`src/design/pixel_row_run_rectangles_assert.svh`:
```
// Assertion macros shared by the pixel row run rectangles RTL.
// Depends on nothing; included by the modules that carry assertions.
`ifndef PIXEL_ROW_RUN_RECTANGLES_ASSERT_SVH
`define PIXEL_ROW_RUN_RECTANGLES_ASSERT_SVH

// Same-cycle implication, disabled while reset is asserted.
`define PIXRR_ASSERT_IMP(lbl, ck, rn, ante, cons) \
	lbl: assert property (@(posedge ck) disable iff (!(rn)) (ante) |-> (cons)) \
		else $error("pixrr assertion failed");

// Next-cycle implication, disabled while reset is asserted.
`define PIXRR_ASSERT_NXT(lbl, ck, rn, ante, cons) \
	lbl: assert property (@(posedge ck) disable iff (!(rn)) (ante) |=> (cons)) \
		else $error("pixrr assertion failed");

`endif

```
`src/design/pixrr_pkg.sv`:
```
// Package for the pixel row run rectangles block: widths, limits, queue size
// and the command and queue entry types. Depends on nothing.
`default_nettype none

package pixrr_pkg;

	localparam int unsigned COLOR_W  = 8;
	localparam int unsigned IN_COL_W = 12;
	localparam int unsigned COL_W    = 13;
	localparam int unsigned TOP_W    = 12;
	localparam int unsigned HGT_W    = 13;
	localparam int unsigned BOT_W    = 13;

	// Longest row in pixels; the column stops at the last start column plus this less one
	localparam int unsigned MAX_ROW   = 4096;
	localparam logic [COL_W-1:0] COL_LIMIT = COL_W'(4095 + MAX_ROW - 1);
	localparam logic [BOT_W-1:0] BOTTOM_MAX = {BOT_W{1'b1}};

	// Command queue between front and back
	localparam int unsigned QDEPTH = 4;
	localparam int unsigned QAW    = $clog2(QDEPTH);

	typedef struct packed {
		logic [COLOR_W-1:0] color;
		logic [COL_W-1:0]   left;
		logic [COL_W-1:0]   right;
	} cmd_t;

	// One queue entry holds every command that a single pixel causes
	typedef struct packed {
		logic [TOP_W-1:0] top;
		logic [BOT_W-1:0] bottom;
		logic             a_vld;
		cmd_t             a;
		logic             b_vld;
		cmd_t             b;
	} entry_t;

endpackage

`default_nettype wire

```
`src/design/pixrr_front.sv`:
```
// Front end: accepts pixels, tracks the open run and row header, and builds
// one queue entry per pixel that causes a command. Depends on pixrr_pkg.
`default_nettype none

module pixrr_front (
	input  wire logic                           clk,
	input  wire logic                           arst_n,
	input  wire logic                           in_valid,
	output logic                                in_stall,
	input  wire logic [pixrr_pkg::COLOR_W-1:0]  pixel_color,
	input  wire logic                           row_first,
	input  wire logic                           row_final,
	input  wire logic [pixrr_pkg::IN_COL_W-1:0] start_column,
	input  wire logic [pixrr_pkg::TOP_W-1:0]    top_line,
	input  wire logic [pixrr_pkg::HGT_W-1:0]    row_height,
	input  wire logic                           draw_zero,
	input  wire logic                           q_full,
	output logic                                push,
	output pixrr_pkg::entry_t                   push_entry
);
	import pixrr_pkg::*;

	logic [COLOR_W-1:0] run_color_q;
	logic [COL_W-1:0]   run_start_q;
	logic [COL_W-1:0]   column_now_q;
	logic [TOP_W-1:0]   line_top_q;
	logic [BOT_W-1:0]   line_bottom_q;
	logic               keep_zero_q;

	logic [COLOR_W-1:0] color_d;
	logic [COL_W-1:0]   start_d;
	logic [COL_W-1:0]   column_d;
	logic [TOP_W-1:0]   top_d;
	logic [BOT_W-1:0]   bottom_d;
	logic               keep_d;
	logic [HGT_W-1:0]   height;
	logic [BOT_W:0]     bottom_sum;
	logic [COL_W-1:0]   column_inc;
	logic               change;
	logic               accept;

	assign in_stall = q_full;
	assign accept   = in_valid && !q_full;

	// Work out the header, the next column and the run break
	always_comb begin
		height     = (row_height == '0) ? HGT_W'(1) : row_height;
		bottom_sum = {2'b00, top_line} + {1'b0, height} - (BOT_W+1)'(1);
		column_inc = (column_now_q < COL_LIMIT) ? column_now_q + COL_W'(1) : column_now_q;
		change     = !row_first && (pixel_color != run_color_q);

		if (row_first) begin
			top_d    = top_line;
			bottom_d = (bottom_sum > {1'b0, BOTTOM_MAX}) ? BOTTOM_MAX : bottom_sum[BOT_W-1:0];
			keep_d   = draw_zero;
			column_d = {1'b0, start_column};
			color_d  = pixel_color;
			start_d  = {1'b0, start_column};
		end else begin
			top_d    = line_top_q;
			bottom_d = line_bottom_q;
			keep_d   = keep_zero_q;
			column_d = column_inc;
			color_d  = change ? pixel_color : run_color_q;
			start_d  = change ? column_inc : run_start_q;
		end
	end

	// Build the entry: the finished run first, the open run at row end second
	always_comb begin
		push_entry.top      = top_d;
		push_entry.bottom   = bottom_d;
		push_entry.a_vld    = change && (keep_zero_q || (run_color_q != '0));
		push_entry.a.color  = run_color_q;
		push_entry.a.left   = run_start_q;
		push_entry.a.right  = (column_inc > run_start_q) ? column_inc - COL_W'(1) : run_start_q;
		push_entry.b_vld    = row_final && (keep_d || (color_d != '0));
		push_entry.b.color  = color_d;
		push_entry.b.left   = start_d;
		push_entry.b.right  = column_d;
		push = accept && (push_entry.a_vld || push_entry.b_vld);
	end

	// Advance the run state on every accepted transaction
	always_ff @(posedge clk or negedge arst_n) begin
		if (!arst_n) begin
			run_color_q   <= '0;
			run_start_q   <= '0;
			column_now_q  <= '0;
			line_top_q    <= '0;
			line_bottom_q <= '0;
			keep_zero_q   <= 1'b0;
		end else if (accept) begin
			run_color_q   <= color_d;
			run_start_q   <= start_d;
			column_now_q  <= column_d;
			line_top_q    <= top_d;
			line_bottom_q <= bottom_d;
			keep_zero_q   <= keep_d;
		end
	end

endmodule

`default_nettype wire

```
`src/design/pixrr_queue.sv`:
```
// Short command queue that decouples the pixel front end from the output
// back end. Depends on pixrr_pkg and the assertion macro header.
`default_nettype none

`include "pixel_row_run_rectangles_assert.svh"

module pixrr_queue (
	input  wire logic        clk,
	input  wire logic        arst_n,
	input  wire logic        push,
	input  wire pixrr_pkg::entry_t push_entry,
	output logic             full,
	output logic             head_valid,
	output pixrr_pkg::entry_t head_entry,
	input  wire logic        pop
);
	import pixrr_pkg::*;

	entry_t         mem_q [QDEPTH];
	logic [QAW-1:0] wr_ptr_q;
	logic [QAW-1:0] rd_ptr_q;
	logic [QAW:0]   count_q;

	assign full       = (count_q == (QAW+1)'(QDEPTH));
	assign head_valid = (count_q != '0);
	assign head_entry = mem_q[rd_ptr_q];

	// Store entries; no reset on payload
	always_ff @(posedge clk) begin
		if (push && !full) begin
			mem_q[wr_ptr_q] <= push_entry;
		end
	end

	// Advance pointers and occupancy
	always_ff @(posedge clk or negedge arst_n) begin
		if (!arst_n) begin
			wr_ptr_q <= '0;
			rd_ptr_q <= '0;
			count_q  <= '0;
		end else begin
			if (push && !full) begin
				wr_ptr_q <= wr_ptr_q + QAW'(1);
			end
			if (pop && head_valid) begin
				rd_ptr_q <= rd_ptr_q + QAW'(1);
			end
			count_q <= count_q + (QAW+1)'(push && !full) - (QAW+1)'(pop && head_valid);
		end
	end

	`PIXRR_ASSERT_IMP(a_q_count_bound, clk, arst_n, 1'b1, count_q <= (QAW+1)'(QDEPTH))
	`PIXRR_ASSERT_IMP(a_q_pop_nonempty, clk, arst_n, pop, head_valid)

endmodule

`default_nettype wire

```
`src/design/pixrr_back.sv`:
```
// Back end: pops queue entries and drives the rectangle commands through an
// output register, one or two per entry. Depends on pixrr_pkg and the macros.
`default_nettype none

`include "pixel_row_run_rectangles_assert.svh"

module pixrr_back (
	input  wire logic                         clk,
	input  wire logic                         arst_n,
	input  wire logic                         head_valid,
	input  wire pixrr_pkg::entry_t            head_entry,
	output logic                              pop,
	output logic                              out_valid,
	input  wire logic                         out_stall,
	output logic [pixrr_pkg::COLOR_W-1:0]     fill_color,
	output logic [pixrr_pkg::COL_W-1:0]       left_x,
	output logic [pixrr_pkg::TOP_W-1:0]       top_y,
	output logic [pixrr_pkg::COL_W-1:0]       right_x,
	output logic [pixrr_pkg::BOT_W-1:0]       bottom_y,
	output logic                              last_of_item
);
	import pixrr_pkg::*;

	logic             out_valid_q;
	cmd_t             out_cmd_q;
	logic [TOP_W-1:0] out_top_q;
	logic [BOT_W-1:0] out_bottom_q;
	logic             out_last_q;
	logic             pend_q;
	cmd_t             pend_cmd_q;
	logic             free;

	assign free = !out_valid_q || !out_stall;
	assign pop  = free && !pend_q && head_valid;

	// Control: output valid and the pending second command
	always_ff @(posedge clk or negedge arst_n) begin
		if (!arst_n) begin
			out_valid_q <= 1'b0;
			pend_q      <= 1'b0;
		end else if (free) begin
			if (pend_q) begin
				out_valid_q <= 1'b1;
				pend_q      <= 1'b0;
			end else if (head_valid) begin
				out_valid_q <= 1'b1;
				pend_q      <= head_entry.a_vld && head_entry.b_vld;
			end else begin
				out_valid_q <= 1'b0;
			end
		end
	end

	// Payload: load the next command when the output register frees up
	always_ff @(posedge clk) begin
		if (free) begin
			if (pend_q) begin
				out_cmd_q  <= pend_cmd_q;
				out_last_q <= 1'b1;
			end else if (head_valid) begin
				out_top_q    <= head_entry.top;
				out_bottom_q <= head_entry.bottom;
				pend_cmd_q   <= head_entry.b;
				if (head_entry.a_vld) begin
					out_cmd_q  <= head_entry.a;
					out_last_q <= !head_entry.b_vld;
				end else begin
					out_cmd_q  <= head_entry.b;
					out_last_q <= 1'b1;
				end
			end
		end
	end

	assign out_valid    = out_valid_q;
	assign fill_color   = out_cmd_q.color;
	assign left_x       = out_cmd_q.left;
	assign right_x      = out_cmd_q.right;
	assign top_y        = out_top_q;
	assign bottom_y     = out_bottom_q;
	assign last_of_item = out_last_q;

	`PIXRR_ASSERT_IMP(a_back_pend_shown, clk, arst_n, pend_q, out_valid_q && !out_last_q)
	`PIXRR_ASSERT_NXT(a_back_pend_next, clk, arst_n, pend_q && !out_stall, out_valid_q && out_last_q)

endmodule

`default_nettype wire

```
`src/design/pixel_row_run_rectangles.sv`:
```
// Pixel row run rectangles: turns rows of colour indices into filled
// rectangle commands, one per run of equal colour. Top level.
//
// Input channel (in_valid / in_stall): one pixel per transaction; the
// row_first pixel also carries start column, top line, height and draw-zero.
// A transaction is taken on a rising edge with valid high and stall low.
// Output channel (out_valid / out_stall): one rectangle command per
// transaction; last_of_item marks the final command caused by a pixel.
// A pixel is taken every cycle while the four-entry command queue has room.
// A pixel that causes a command is written into the queue, then loaded into
// the output register when it is free; a pixel that both closes a run and
// ends its row yields two commands as consecutive output transactions, so
// the output port sets the sustained rate then.
// When the receiver stalls, the output register holds its command and the
// queue fills; with the queue full in_stall rises until a command drains.
// Asynchronous reset clears the run state to a colour-zero row at line zero,
// column zero, height one, and empties the queue and output register.
// Depends on pixrr_pkg, pixrr_front, pixrr_queue and pixrr_back.
`default_nettype none

module pixel_row_run_rectangles (
	input  wire logic                           clk,
	input  wire logic                           arst_n,
	input  wire logic                           in_valid,
	output logic                                in_stall,
	input  wire logic [pixrr_pkg::COLOR_W-1:0]  pixel_color,
	input  wire logic                           row_first,
	input  wire logic                           row_final,
	input  wire logic [pixrr_pkg::IN_COL_W-1:0] start_column,
	input  wire logic [pixrr_pkg::TOP_W-1:0]    top_line,
	input  wire logic [pixrr_pkg::HGT_W-1:0]    row_height,
	input  wire logic                           draw_zero,
	output logic                                out_valid,
	input  wire logic                           out_stall,
	output logic [pixrr_pkg::COLOR_W-1:0]       fill_color,
	output logic [pixrr_pkg::COL_W-1:0]         left_x,
	output logic [pixrr_pkg::TOP_W-1:0]         top_y,
	output logic [pixrr_pkg::COL_W-1:0]         right_x,
	output logic [pixrr_pkg::BOT_W-1:0]         bottom_y,
	output logic                                last_of_item
);
	import pixrr_pkg::*;

	logic   push;
	entry_t push_entry;
	logic   q_full;
	logic   head_valid;
	entry_t head_entry;
	logic   pop;

	// Classify pixels and build queue entries
	pixrr_front u_front (
		.clk          (clk),
		.arst_n       (arst_n),
		.in_valid     (in_valid),
		.in_stall     (in_stall),
		.pixel_color  (pixel_color),
		.row_first    (row_first),
		.row_final    (row_final),
		.start_column (start_column),
		.top_line     (top_line),
		.row_height   (row_height),
		.draw_zero    (draw_zero),
		.q_full       (q_full),
		.push         (push),
		.push_entry   (push_entry)
	);

	// Buffer entries between the two sides
	pixrr_queue u_queue (
		.clk        (clk),
		.arst_n     (arst_n),
		.push       (push),
		.push_entry (push_entry),
		.full       (q_full),
		.head_valid (head_valid),
		.head_entry (head_entry),
		.pop        (pop)
	);

	// Drive commands out
	pixrr_back u_back (
		.clk          (clk),
		.arst_n       (arst_n),
		.head_valid   (head_valid),
		.head_entry   (head_entry),
		.pop          (pop),
		.out_valid    (out_valid),
		.out_stall    (out_stall),
		.fill_color   (fill_color),
		.left_x       (left_x),
		.top_y        (top_y),
		.right_x      (right_x),
		.bottom_y     (bottom_y),
		.last_of_item (last_of_item)
	);

endmodule

`default_nettype wire

```
`config.mk`:
```
export PLATFORM = sky130hd
export DESIGN_NAME = pixel_row_run_rectangles
export DESIGN_NICKNAME = d
export VERILOG_FILES = /design/src/design/pixrr_pkg.sv /design/src/design/pixrr_front.sv /design/src/design/pixrr_queue.sv /design/src/design/pixrr_back.sv /design/src/design/pixel_row_run_rectangles.sv
export VERILOG_INCLUDE_DIRS = /design/src /design/src/design
export SDC_FILE = /design/constraint.sdc
export NUM_CORES = 1
export LEC_CHECK = 0
export BUFFER_PORTS_ARGS = -buffer_cell sky130_fd_sc_hd__clkbuf_2
export CAP_MARGIN = 20
export CORE_MARGIN = 4
export CORE_UTILIZATION = 50
export CTS_CLUSTER_DIAMETER = 120
export CTS_CLUSTER_SIZE = 25
export DETAILED_ROUTE_END_ITERATION = 8
export GPL_TIMING_DRIVEN = 0
export MAX_ROUTING_LAYER = met4
export PLACE_DENSITY_LB_ADDON = 0.12
export SETUP_SLACK_MARGIN = 0.02
export SYNTH_ARGS = -nofsm -noshare
export SYNTH_HDL_FRONTEND = slang
export SYNTH_SLANG_ARGS = --single-unit
```
`constraint.sdc`:
```
create_clock -name clk -period 11.98 [get_ports clk]
set_clock_uncertainty 0.05 [all_clocks]
set_input_delay 0 -clock clk [delete_from_list [all_inputs] [get_ports clk]]
set_output_delay 0 -clock clk [all_outputs]
set_load 0.03 [all_outputs]
```
[Word-level counts from Yosys, hierarchy flattened]
Memory sizes are Yosys's and may differ from the RTL's.
Index checks and enable logic that the tools add are counted.
Operators by class
  div/mod/pow operators: 0
  $add $sub $neg: 8
  shift operators: 0
  multiplexer cells: 23
  eq/ne operators: 2
  reductions and logical operators: 27
  multipliers: 0
  magnitude comparators: 3
  bitwise gates (word level): 1
Operators by type and width (count)
  13-bit two-way mux: 8
  34-bit two-way mux: 3
  8-bit two-way mux: 2
  8-bit nonzero test: 2
  12-bit by 13-bit adder with 14-bit output: 1
  14-bit by 13-bit > comparator with 1-bit output, second input constant: 1
  14-bit by 1-bit subtractor with 14-bit output, second input constant: 1
  13-bit by 1-bit adder with 13-bit output, second input constant: 1
  13-bit > comparator: 1
  13-bit logical NOT: 1
  13-bit < comparator, second input constant: 1
  13-bit by 1-bit subtractor with 13-bit output, second input constant: 1
  12-bit two-way mux: 1
  1-bit logical AND: 10
  1-bit two-way mux: 9
  8-bit inequality test: 1
  1-bit logical NOT: 6
  2-bit by 1-bit adder with 2-bit output, second input constant: 2
  1-bit logical OR: 4
  3-bit by 1-bit adder with 3-bit output: 1
  3-bit == test, second input constant: 1
  3-bit AND reduction: 1
  3-bit nonzero test: 1
  3-bit by 1-bit subtractor with 3-bit output: 1
  3 further kinds: 3
Storage, ports and cells
  register bits after elaboration: 163
  memories kept: 1
  word-level logic and storage cells: 85
  bits in writable memories: 380
  memory bits (read-only): 0
  latch bits: 0
  input port bits: 52
Memories
  u_queue.mem_q: depth 4, bits a word 95, rd ports 1, clocked after Yosys merged registers in 0, write ports 1, RTL line pixrr_queue.sv:19  | entry_t mem_q [QDEPTH];

[Depth between registers and ports, before layout]
Gate-level depths: netlist (run 1).
  depth after elaboration: 12
  gate-level depth with buffers: 17

[Modules after synthesis]
From an unflattened synthesis (run 1), not the netlist that was laid out.
Unflattened totals
  cells, all modules: 1406
  area, all modules: 23043.4 µm²
By module, submodules not included
  pixrr_queue: cells an instance 538, times used 1, seq. area each 11586.1 µm², area each 14171.1 µm²
  pixrr_front: cells an instance 649, times used 1, seq. area each 1501.4 µm², area each 5196.2 µm²
  pixrr_back: cells an instance 219, times used 1, seq. area each 2872.8 µm², area each 3676.0 µm²

[Least setup slack after synthesis (run 1)]
No wires, ideal clock.
  path kind: register to register
  start point: register u_back.out_valid_q, in the netlist u_back.out_valid
  end point: register u_queue.count_q[1]
  setup time: 0.136 ns
  setup slack: 5.260 ns
  stages on the path, launching flop included: 7
  data required time: 11.794 ns
  data arrival time: 6.535 ns
  path through: dfrtp_1 -> nand2_1 -> nor3b_1 -> ha_1 -> inv_1 -> ha_1 -> fa_1
On the way
  word-level cells in the longest chain between the ends: 6
Ends and longest elaborated chain
  start: declaration: RTL line pixrr_back.sv:24  | logic out_valid_q;
  start signal: assignment: RTL line pixrr_back.sv:39  | out_valid_q <= 1'b0;
  start signal: assignment: RTL line pixrr_back.sv:43  | out_valid_q <= 1'b1;
  start signal: assignment: RTL line pixrr_back.sv:46  | out_valid_q <= 1'b1;
  1-bit logical NOT: RTL line pixrr_back.sv:33  | assign free = !out_valid_q || !out_stall;
  1-bit logical OR: RTL line pixrr_back.sv:33
  1-bit logical AND (2 in series): RTL line pixrr_back.sv:34  | assign pop = free && !pend_q && head_valid;
  via pop: RTL line pixel_row_run_rectangles.sv:49  | logic pop;
  1-bit logical AND: RTL line pixrr_queue.sv:48  | count_q <= count_q + (QAW+1)'(push && !full) - (QAW+1)'(pop && head_valid);
  3-bit by 1-bit subtractor with 3-bit output: RTL line pixrr_queue.sv:48
  end signal: assignment: RTL line pixrr_queue.sv:48
  end: declaration: RTL line pixrr_queue.sv:22  | logic [QAW:0] count_q;
The timed path passes the listed nets, and every way through them passes these cells.
A chain may end at the register's enable or synchronous reset.

==> flow_summary.json, run 1 <==
{
  "setup_violations": 0,
  "die_height_um": 221,
  "pwr-share-seq": 0.477,
  "most_numerous_cell_in_the_yosys_netlist": "sky130_fd_sc_hd__edfxtp_1",
  "global_route_wire_length_before_repair_um": 77700,
  "crit_required_ps": 12180,
  "timing.slew.headroom": 0.308,
  "synth_edf_count": 474,
  "routed_len_inst_um": 23.4,
  "proportion_of_synthesized_chip_area_in_sequential_cells": 0.705,
  "antenna_found_initial": 1,
  "final-hold-violation-count": 0,
  "worstSetupStartpointType": "register",
  "main_combinational_cell_family_by_area_after_synthesis": "multiplexers",
  "num_rows": 77,
  "run_status": "finished, final reports clean",
  "layout_worst_path_cycle_share": 0.387,
  "synthMuxAreaShare": 0.133,
  "synth_nets": 1465,
  "netlist_top_cells_count": "474 x sky130_fd_sc_hd__edfxtp_1, 120 x sky130_fd_sc_hd__nand2_1, 95 x sky130_fd_sc_hd__mux4_2",
  "cpLargestDelayFamily": "compound AO/OA/AOI/OAI gates",
  "clkSlewWorstSetupHoldPaths_ps": 100,
  "worstReg2RegEnd": "u_queue.mem_q[0][43]",
  "drt_pass1_iterations": 5,
  "switchingPower_uw": 2250,
  "critical_path.cell_chain": "ha_1 > and4_1 > nand3_1 > a211oi_2 > inv_1 > ha_1 > a21oi_1 > o21ai_0 > nor3_1 > a221o_1 > a21o_1 > clkbuf_1 > o21ai_0",
  "post-synth-top-area-fraction": 0.629,
  "critical_path.reg2reg.startpoint": "u_front.column_now_q[0]",
  "number_of_buffers_inserted_by_port_buffering": 112,
  "sw_frac_of_total": 0.355,
  "finalWirelength_um": 50700,
  "detailedRoute.firstIterationViolations": 981,
  "die_x_um": 221,
  "synth-adder-area-share": 0.0266,
  "timing.setup.tns_ps": 0,
  "synthToLayoutAreaGrowth_pct": 11.7,
  "layout-drive-gt1-share": 0.202,
  "cts_buffers": 25,
  "initial_core_util": 0.509,
  "syn_avg_cell_area_um2": 16.6,
  "core_area_um2": 44500,
  "grt_max_degree": 53,
  "dominantRegCellSynth": "sky130_fd_sc_hd__edfxtp_1",
  "p_per_area_nw_per_um2": 251,
  "floorplan.die_area_um2": 48800,
  "vias_per_cell": 5.63,
  "gr-total-overflow": 0,
  "critical_path.max_fanout": 10,
  "worst_ir_drop_vdd_mv": 0.126,
  "ys_types": 53,
  "critPathCaptureType": "register",
  "postCtsSetupBuffers": 0,
  "timing.final.crit_period_ps": 4630,
  "critical_path.slowest_cell": "sky130_fd_sc_hd__o21ai_0",
  "pwr-share-clk": 0.151,
  "post_synth_instance_area_um2": 22600,
  "yosys_register_bits": 543,
  "place_congestion": 0.887,
  "cts.sink_count": 543,
  "number_of_vias_after_detailed_routing": 12200,
  "crit_path_max_incr_delay_ps": 770,
  "syn-instance-count": 1366,
  "combinationalPowerShare": 0.372,
  "power_report.internal_total_uw": 4090,
  "ys.warnings.count": 0,
  "synth_xor_area_frac": 0.0135,
  "hold_start": "row_height[0]",
  "cts_max_path_buffers": 3,
  "async_flop_share": 0.127,
  "worst_hold_path.num_cells": 6,
  "cap_viol_max_count": 0,
  "worstHoldPathType": "in2reg",
  "clkLatencyLatePin_ps": 580,
  "design.final.nets": 1654,
  "timing.fmax_ghz": 0.216,
  "synth.largest_area_cell": "sky130_fd_sc_hd__edfxtp_1",
  "synth-compound-area-share": 0.0479,
  "io_pins": 114,
  "timing.setup.critical_path_class": "reg2reg",
  "placed_cells": 2082,
  "synth-simple-area-share": 0.0464,
  "synth_top_cells_by_area": "sky130_fd_sc_hd__edfxtp_1 63%, sky130_fd_sc_hd__mux4_2 9.4%, sky130_fd_sc_hd__dfrtp_1 7.6%, sky130_fd_sc_hd__ha_1 2.5%, sky130_fd_sc_hd__mux2_2 2.0%",
  "worst_ep_arrival_time_ps": 4830,
  "rr_worst_depth": 13,
  "drv_slew": 0,
  "drt_drc_violations_left": 0,
  "cts.htree.levels": 1,
  "timing.hold.worst_endpoint": "u_front.line_bottom_q[1]",
  "ff2ff_setup_slack_ps": 7350,
  "global_route.usage.total": 0.213,
  "place_hpwl_um": 34000,
  "p_leak_uw": 0.00904,
  "instances_no_fill": 2166,
  "worstMarginPinSlew_ps": 1030,
  "detail-route-antenna-nets": 0,
  "post-route-util": 0.568,
  "grt_pass1_vias": 12600,
  "cts_root_buf": "sky130_fd_sc_hd__clkbuf_16",
  "crit_buf_inv": 2,
  "setup_repair_after_global_routing_missed_its_margin": "false",
  "cts_tree": "yes"
}
-- state kept, by name, indices dropped and copies added (netlist names) --
| name | count |
|---|---|
| u_queue.mem_q | 380 |
| u_back.pend_cmd_q | 34 |
| u_back.bottom_y | 13 |
| u_back.left_x | 13 |
| u_back.right_x | 13 |
| u_front.column_now_q | 13 |
| u_front.line_bottom_q | 13 |
| u_front.run_start_q | 13 |
| u_back.top_y | 12 |
| u_front.line_top_q | 12 |
| u_back.fill_color | 8 |
| u_front.run_color_q | 8 |
| u_queue.count_q | 3 |
| u_queue.rd_ptr_q | 2 |
| u_queue.wr_ptr_q | 2 |
| u_back.last_of_item | 1 |
| u_back.out_valid | 1 |
| u_back.pend_q | 1 |
| u_front.keep_zero_q | 1 |
-- kinds of logic (layout without fill, tap and decap cells) --
kind of cell | Yosys count | count (layout)
compound gates | 175 | 175
mux | 176 | 176
simple gates | 228 | 228
xor+xnor | 35 | 35
other cells | 0 | 1
fa+ha+maj | 47 | 47
buf+inv | 162 | 369
flops | 543 | 543
-- power groups by stage --
stage,registers (uW),clock network (uW),logic [uW]
after floorplan,3250,0,1390
after global placement,3120,0,2300
after detailed placement,3070,0,2390
after CTS,3030,984,2400
after global routing,3080,1060,2570
final,3030,957,2360
-- what timing repair did --
action                                  4_1_cts  5_1_grt
endpoints found under the hold margin       250        0
hold buffers                                 38        0
endpoints found under the setup margin        0        0
gates resized for setup                       0        0
-- through the flow --
step | hold WS [ps] | total power (uW) | setup WS [ps] | cell area, um^2
after CTS | 18.8 | 6420 | 7470 | 25300
after global routing | 17.9 | 6710 | 7160 | 25300
after global placement | 213 | 5420 | 449 | 23900
after floorplan | -346 | 4640 | 5260 | 22600
final | 37.9 | 6340 | 7350 | 25300
after detailed placement | -34.0 | 5460 | 7510 | 24200
-- worst register-to-register path, stage by stage (launching register included) --
cell	delay, ps
sky130_fd_sc_hd__dfrtp_1	520
sky130_fd_sc_hd__ha_1	330
sky130_fd_sc_hd__and4_1	300
sky130_fd_sc_hd__nand3_1	110
sky130_fd_sc_hd__a211oi_2	580
sky130_fd_sc_hd__inv_1	150
sky130_fd_sc_hd__ha_1	360
sky130_fd_sc_hd__a21oi_1	70
sky130_fd_sc_hd__o21ai_0	140
sky130_fd_sc_hd__nor3_1	80
sky130_fd_sc_hd__a221o_1	310
sky130_fd_sc_hd__a21o_1	260
sky130_fd_sc_hd__clkbuf_1	280
sky130_fd_sc_hd__o21ai_0	770
-- cell type report --
type | count | area [um^2]
fillers | 3538 | 19200
clock buffers | 44 | 697
diodes | 1 | 2.50
inverters | 87 | 327
multi-input cells | 661 | 6080
well taps | 592 | 741
flip-flops and latches | 543 | 16000
plain buffers | 75 | 307
repair buffers | 162 | 1170
clock inverters | 1 | 8.76
-- per-layer routing --
layer / GRT usage / share of wire / vias up
met1: 0.288 / 0.43 / 6298
met4: 0.0503 / 0.024 / 0
met3: 0.0252 / 0.045 / 55
li1: - / - / 5579
met2: 0.354 / 0.50 / 271
met5: - / 0 / -
-- layout by cell type, fill, tap and decap left out, drive strengths merged, types with 32 or more instances in the layout --
master,Yosys,routed
clkbuf,50,206
mux2i,40,40
o21ai,89,89
dfrtp,69,69
mux2,41,41
inv,87,88
dlygate4sd3,0,37
edfxtp,474,474
mux4,95,95
ha,45,45
nand2,120,120
buf,25,38
nor2,32,32
-- how the worst max path moves through the flow --
stage                             from                   end  slack, ps  cells past startpoint
2_1_floorplan         u_back.out_valid    u_queue.count_q[1]       5260                      6
3_3_place_gp             u_back.pend_q    u_queue.count_q[1]        450                      6
3_5_place_dp   u_front.column_now_q[0]  u_queue.mem_q[3][43]       7510                     13
4_1_cts        u_front.column_now_q[0]  u_queue.mem_q[0][43]       7470                     13
5_1_grt        u_front.column_now_q[0]  u_queue.mem_q[0][43]       7160                     13
6_report       u_front.column_now_q[0]  u_queue.mem_q[0][43]       7350                     13
No activity file was read; power rests on OpenSTA's default activity.
==> inputs of run 2 (changes only) <==
==> constraint.sdc (replaced) <==
create_clock -name clk -period 4.4 [get_ports clk]
set_clock_uncertainty 0.05 [all_clocks]
set_input_delay 0 -clock clk [delete_from_list [all_inputs] [get_ports clk]]
set_output_delay 0 -clock clk [all_outputs]
set_load 0.03 [all_outputs]
==> flow_summary.json, run 2 (same netlist as run 1, synthesis figures left out) <==
{
  "worstSetupStartpointType": "register",
  "p_leak_uw": 0.00907,
  "cts_tree": "yes",
  "timing.critical_path.from": "u_front.column_now_q[0]",
  "cpLargestDelayFamily": "compound AO/OA/AOI/OAI gates",
  "number_of_buffers_inserted_by_port_buffering": 112,
  "layout-drive-gt1-share": 0.204,
  "initial_core_util": 0.509,
  "worstHoldPathType": "in2reg",
  "worst_setup_slack_final_ps": 285,
  "crit_required_ps": 4640,
  "place_hpwl_um": 34900,
  "final-hold-violation-count": 0,
  "largest_reg_flops": 380,
  "crit_buf_inv": 2,
  "run_status": "finished, final reports clean",
  "num_rows": 77,
  "crit_cells": 13,
  "setup_violations": 0,
  "detailedRoute.firstIterationViolations": 1203,
  "layout_worst_path_cycle_share": 0.935,
  "worstReg2RegEnd": "u_queue.mem_q[3][45]",
  "cts_buffers": 25,
  "rr_worst_depth": 13,
  "grt_max_degree": 60,
  "io_pins": 114,
  "timing.slew.headroom": 0.349,
  "gr-total-overflow": 0,
  "p_per_area_nw_per_um2": 685,
  "detail-route-antenna-nets": 0,
  "drt_drc_violations_left": 0,
  "routed_len_inst_um": 23.7,
  "reg.largest.list": "u_queue.mem_q: 380 flops, u_back.pend_cmd_q: 34 flops",
  "critical_path.cell_chain": "ha_2 > and4_1 > nand3_1 > a211oi_4 > inv_1 > ha_1 > a21oi_1 > o21ai_0 > nor3_1 > a221o_1 > a21o_1 > clkbuf_2 > o21ai_1",
  "cts.sink_count": 543,
  "post-route-cell-area_um2": 25400,
  "cts_max_path_buffers": 3,
  "setup_repair_after_global_routing_missed_its_margin": "false",
  "instances_no_fill": 2164,
  "drv_slew": 0,
  "clkLatencyLatePin_ps": 570,
  "worst_ir_drop_vdd_mv": 0.382,
  "cap_viol_max_count": 0,
  "placed_cells": 2083,
  "timing.final.crit_period_ps": 4120,
  "finalWirelength_um": 51300,
  "synthToLayoutAreaGrowth_pct": 12.1,
  "timing.fmax_ghz": 0.243,
  "antenna_found_initial": 1,
  "cts.htree.levels": 1,
  "vias_per_cell": 5.65,
  "timing.setup.critical_path_class": "reg2reg",
  "post-place-ws_ps": -75.2,
  "crit_path_max_incr_delay_ps": 520,
  "core_area_um2": 44500,
  "floorplan.die_area_um2": 48800,
  "drt_pass1_iterations": 5,
  "place_congestion": 0.920,
  "timing.setup.tns_ps": 0,
  "total_power_uw": 17400,
  "global_route_wire_length_before_repair_um": 78700,
  "ff2ff_setup_slack_ps": 280,
  "die_x_um": 221,
  "clkSlewWorstSetupHoldPaths_ps": 100,
  "worst_ep_arrival_time_ps": 4360,
  "number_of_vias_after_detailed_routing": 12200,
  "die_height_um": 221,
  "max_flop_register": "u_queue.mem_q",
  "placed_cell_area_um2": 24300,
  "worstSetupEndpoint": "u_queue.mem_q[3][45]",
  "critical_path.max_fanout": 10,
  "critPathCaptureType": "register",
  "global_route.usage.total": 0.216,
  "design.final.nets": 1652,
  "worstMarginPinSlew_ps": 966,
  "critical_path.slowest_cell": "sky130_fd_sc_hd__dfrtp_1",
  "cts_root_buf": "sky130_fd_sc_hd__clkbuf_16",
  "critical_path.reg2reg.startpoint": "u_front.column_now_q[0]",
  "grt_pass1_vias": 12400,
  "most_used_cells_in_the_layout_excluding_fill_and_tap_cells": "474 x sky130_fd_sc_hd__edfxtp_1, 120 x sky130_fd_sc_hd__nand2_1, 113 x sky130_fd_sc_hd__clkbuf_2, 95 x sky130_fd_sc_hd__mux4_2, 87 x sky130_fd_sc_hd__inv_1",
  "final_common_cell": "sky130_fd_sc_hd__edfxtp_1"
}
run 2: changes by cell type in the layout (fill, tap and decap cells not counted), sizes merged:
cell / change
dlygate4sd3: -2
run 2: report_power, final:
| group | switching [uW] | total [uW] | internal [uW] |
|---|---|---|---|
| Combinational | 4120 | 6560 | 2440 |
| Sequential | 543 | 8230 | 7690 |
| Clock | 1510 | 2600 | 1090 |
run 2: worst min path at each step:
stage                               start  slack (ps)  cells after the start                        end
after CTS                 start_column[5]           9                      3       u_queue.mem_q[2][18]
after floorplan                    arst_n        -350                      0           u_back.out_valid
final                            in_valid          30                      5    u_front.column_now_q[0]
after global routing        row_height[0]          40                      5   u_front.line_bottom_q[0]
after detailed placement           arst_n        -110                      1  u_front.line_bottom_q[10]
after global placement     pixel_color[5]         220                      3     u_front.run_color_q[5]
run 2: layer usage:
layer / vias up / wire, um / GRT usage
met5: - / 0 / -
met4: 0 / 1030 / 0.0441
met3: 48 / 2350 / 0.0191
met2: 294 / 25600 / 0.357
met1: 6294 / 22300 / 0.303
li1: 5594 / - / -
run 2: worst min-delay path: stages:
cell and delay, ps:
sky130_fd_sc_hd__clkbuf_2 110, sky130_fd_sc_hd__nand2b_1 240, sky130_fd_sc_hd__nor3_1 80, sky130_fd_sc_hd__a21oi_1 120, sky130_fd_sc_hd__o21ai_0 70
run 2: cell type report:
class | instances | area, um^2
antenna | 1 | 2.50
buffer | 75 | 309
clock buffer | 44 | 697
clock inverter | 1 | 8.76
fill | 3552 | 19100
inverter | 87 | 327
multi-input combinational | 661 | 6100
sequential | 543 | 16000
tap | 592 | 741
timing repair buffer | 160 | 1240
run 2: per-stage QoR:
| step | hold slack, ps | utilization |
|---|---|---|
| CTS | 9.10 | 0.570 |
| finish | 32.6 | 0.570 |
| detailed placement | -115 | 0.546 |
| global route | 40.5 | 0.570 |
| global placement | 223 | 0.538 |
| floorplan | -346 | - |
run 2: repair_timing:
item                                   CTS  global route
setup buffers                            0             0
endpoints found under the hold margin  220             0
setup endpoints to repair               20            44
hold buffers                            35             0
resized for setup                        5             5
cloned                                   0             0
==> inputs of run 3 (changes only) <==
--- a/config.mk
+++ b/config.mk
@@ -6,6 +6,7 @@
 export SDC_FILE = /design/constraint.sdc
 export NUM_CORES = 1
 export LEC_CHECK = 0
+export ABC_AREA = 1
 export BUFFER_PORTS_ARGS = -buffer_cell sky130_fd_sc_hd__clkbuf_2
 export CAP_MARGIN = 20
 export CORE_MARGIN = 4
==> flow_summary.json, run 3 <==
{
  "cts_tree": "yes",
  "post-route-util": 0.574,
  "final-hold-violation-count": 0,
  "run_status": "finished, final reports clean",
  "number_of_vias_after_detailed_routing": 16000,
  "largest_reg_flops": 380,
  "gr-total-overflow": 0,
  "cap_viol_max_count": 0,
  "combinationalPowerShare": 0.403,
  "layout-drive-gt1-share": 0.103,
  "placed_cells": 2725,
  "ys.warnings.count": 0,
  "syn-instance-count": 1991,
  "sw_frac_of_total": 0.411,
  "critPathCaptureType": "register",
  "io_pins": 114,
  "finalWirelength_um": 62500,
  "antenna_diode_instance_count": 0,
  "worst_setup_slack_final_ps": 447,
  "clkLatencyLatePin_ps": 610,
  "die_x_um": 223,
  "cts_root_buf": "sky130_fd_sc_hd__clkbuf_16",
  "cts.sink_count": 543,
  "routed_len_inst_um": 22.2,
  "power_report.internal_total_uw": 10700,
  "global_route_wire_length_before_repair_um": 94700,
  "worst_ep_arrival_time_ps": 4090,
  "p_per_area_nw_per_um2": 696,
  "floorplan.die_area_um2": 49700,
  "drt_drc_violations_left": 0,
  "instances_no_fill": 2814,
  "final_common_cell": "sky130_fd_sc_hd__edfxtp_1",
  "synth_edf_count": 474,
  "cts_max_path_buffers": 3,
  "grt_max_degree": 41,
  "most_numerous_cell_in_the_yosys_netlist": "sky130_fd_sc_hd__edfxtp_1",
  "yosys_register_bits": 543,
  "detail-route-antenna-nets": 0,
  "timing.slew.headroom": 0.234,
  "number_of_buffers_inserted_by_port_buffering": 113,
  "timing.fmax_ghz": 0.253,
  "switchingPower_uw": 7470,
  "netlist_top_cells_count": "474 x sky130_fd_sc_hd__edfxtp_1, 321 x sky130_fd_sc_hd__o21ai_0, 294 x sky130_fd_sc_hd__nand2_1",
  "place_congestion": 0.911,
  "worstHoldPathType": "in2reg",
  "pwr-share-seq": 0.449,
  "most_used_cells_in_the_layout_excluding_fill_and_tap_cells": "474 x sky130_fd_sc_hd__edfxtp_1, 320 x sky130_fd_sc_hd__o21ai_0, 294 x sky130_fd_sc_hd__nand2_1, 238 x sky130_fd_sc_hd__nor2_1, 143 x sky130_fd_sc_hd__inv_1",
  "crit_required_ps": 4540,
  "design.final.nets": 2294,
  "post-synth-top-area-fraction": 0.617,
  "die_height_um": 223,
  "setup_repair_after_global_routing_missed_its_margin": "false",
  "num_rows": 78,
  "drt_pass1_iterations": 6,
  "grt_pass1_vias": 15700,
  "layout_worst_path_cycle_share": 0.898,
  "cts.htree.levels": 1,
  "detailedRoute.firstIterationViolations": 1484,
  "cts_buffers": 25,
  "post_synth_instance_area_um2": 23100,
  "synthToLayoutAreaGrowth_pct": 13.1,
  "vias_per_cell": 5.67,
  "setup_violations": 0,
  "drv_slew": 0,
  "core_area_um2": 45500,
  "worstMarginPinSlew_ps": 1140,
  "initial_core_util": 0.507,
  "synth_nets": 2090,
  "antenna_found_initial": 1,
  "worstSetupStartpointType": "register",
  "reg.largest.list": "u_queue.mem_q: 380 flops, u_back.pend_cmd_q: 34 flops",
  "timing.final.crit_period_ps": 3950,
  "timing.setup.critical_path_class": "reg2reg",
  "place_hpwl_um": 44400,
  "ys_types": 43,
  "synth.largest_area_cell": "sky130_fd_sc_hd__edfxtp_1",
  "timing.setup.tns_ps": 0,
  "syn_avg_cell_area_um2": 11.6,
  "worst_ir_drop_vdd_mv": 0.459,
  "max_flop_register": "u_queue.mem_q",
  "p_leak_uw": 0.00966,
  "proportion_of_synthesized_chip_area_in_sequential_cells": 0.692,
  "dominantRegCellSynth": "sky130_fd_sc_hd__edfxtp_1",
  "post-place-ws_ps": 128,
  "synth_top_cells_by_area": "sky130_fd_sc_hd__edfxtp_1 62%, sky130_fd_sc_hd__dfrtp_1 7.5%, sky130_fd_sc_hd__o21ai_0 7.0%, sky130_fd_sc_hd__nand2_1 4.8%, sky130_fd_sc_hd__nor2_1 4.0%",
  "async_flop_share": 0.127,
  "pwr-share-clk": 0.147,
  "clkSlewWorstSetupHoldPaths_ps": 110,
  "ff2ff_setup_slack_ps": 450,
  "global_route.usage.total": 0.256,
  "critical_path.max_fanout": 10
}
## run 3: final timing paths
path / end / startpoint / depth (start not counted)
min in group asynchronous: u_front.run_color_q[4] / arst_n / 4
setup reg to reg: u_queue.mem_q[1][43] / u_front.column_now_q[0] / 15
max in group asynchronous: u_front.line_bottom_q[9] / arst_n / 4
hold reg to reg: u_front.line_bottom_q[8] / u_front.line_bottom_q[8] / 2
hold / removal: u_front.line_bottom_q[0] / row_height[0] / 6
setup / recovery: u_queue.mem_q[1][43] / u_front.column_now_q[0] / 15
## run 3: metal layers
metal	global-route usage	wire length, um
met1	0.332	25500
met2	0.422	30700
met3	0.0351	4080
met4	0.0841	2300
met5	-	0
## run 3: critical path: stages (launching register included)
cell,delay [ps]
sky130_fd_sc_hd__dfrtp_1,530
sky130_fd_sc_hd__ha_1,350
sky130_fd_sc_hd__nand3_1,180
sky130_fd_sc_hd__inv_1,130
sky130_fd_sc_hd__nand3_1,100
sky130_fd_sc_hd__xor2_1,170
sky130_fd_sc_hd__nand2_1,130
sky130_fd_sc_hd__ha_1,320
sky130_fd_sc_hd__nand2_1,70
sky130_fd_sc_hd__inv_1,80
sky130_fd_sc_hd__nand3_1,110
sky130_fd_sc_hd__nor4_1,190
sky130_fd_sc_hd__o21ai_0,150
sky130_fd_sc_hd__a21boi_2,290
sky130_fd_sc_hd__buf_2,280
sky130_fd_sc_hd__o21ai_0,420
## run 3: layout make-up
class / instances / area [um^2]
clock buffers: 44 / 697
fillers: 3883 / 19400
flip-flops and latches: 543 / 16000
clock inverters: 2 / 28.8
inverters: 147 / 552
well taps: 600 / 751
repair buffers: 177 / 1480
plain buffers: 110 / 453
multi-input cells: 1191 / 6170
## run 3: logic make-up (layout without fill, tap and decap cells)
group | count (synthesis) | after routing | synth area share
AO/OA/AOI/OAI | 482 | 482 | 0.117
adder cells (fa/ha/maj) | 47 | 47 | 0.0261
buffers and inverters | 257 | 480 | 0.0435
XOR/XNOR | 18 | 18 | 0.00683
flip-flops | 543 | 543 | 0.692
AND/OR/NAND/NOR | 643 | 643 | 0.114
multiplexers | 1 | 1 | 0.000434
## run 3: through the flow
stage | hold WS (ps) | cell area [um^2] | total power, uW
3_5_place_dp | -24.0 | 24900 | 15500
6_report | 67.7 | 26100 | 18200
5_1_grt | 93.2 | 26100 | 19200
3_3_place_gp | 222 | 24400 | 15300
4_1_cts | 42.7 | 26100 | 18200
2_1_floorplan | -346 | 23100 | 12600
## run 3: power groups by stage
| stage | combinational [uW] | sequential [uW] | clock, uW |
|---|---|---|---|
| detailed placement | 7220 | 8280 | 0 |
| global route | 8000 | 8290 | 2920 |
| CTS | 7280 | 8160 | 2730 |
| global placement | 6840 | 8430 | 0 |
| floorplan | 3720 | 8830 | 0 |
| finish | 7320 | 8170 | 2680 |
## run 3: repair_timing
item	4_1_cts	5_1_grt
hold buffers	41	0
setup buffers	0	2
setup endpoints to repair	0	24
hold endpoints to repair	273	0
gates resized for setup	0	3
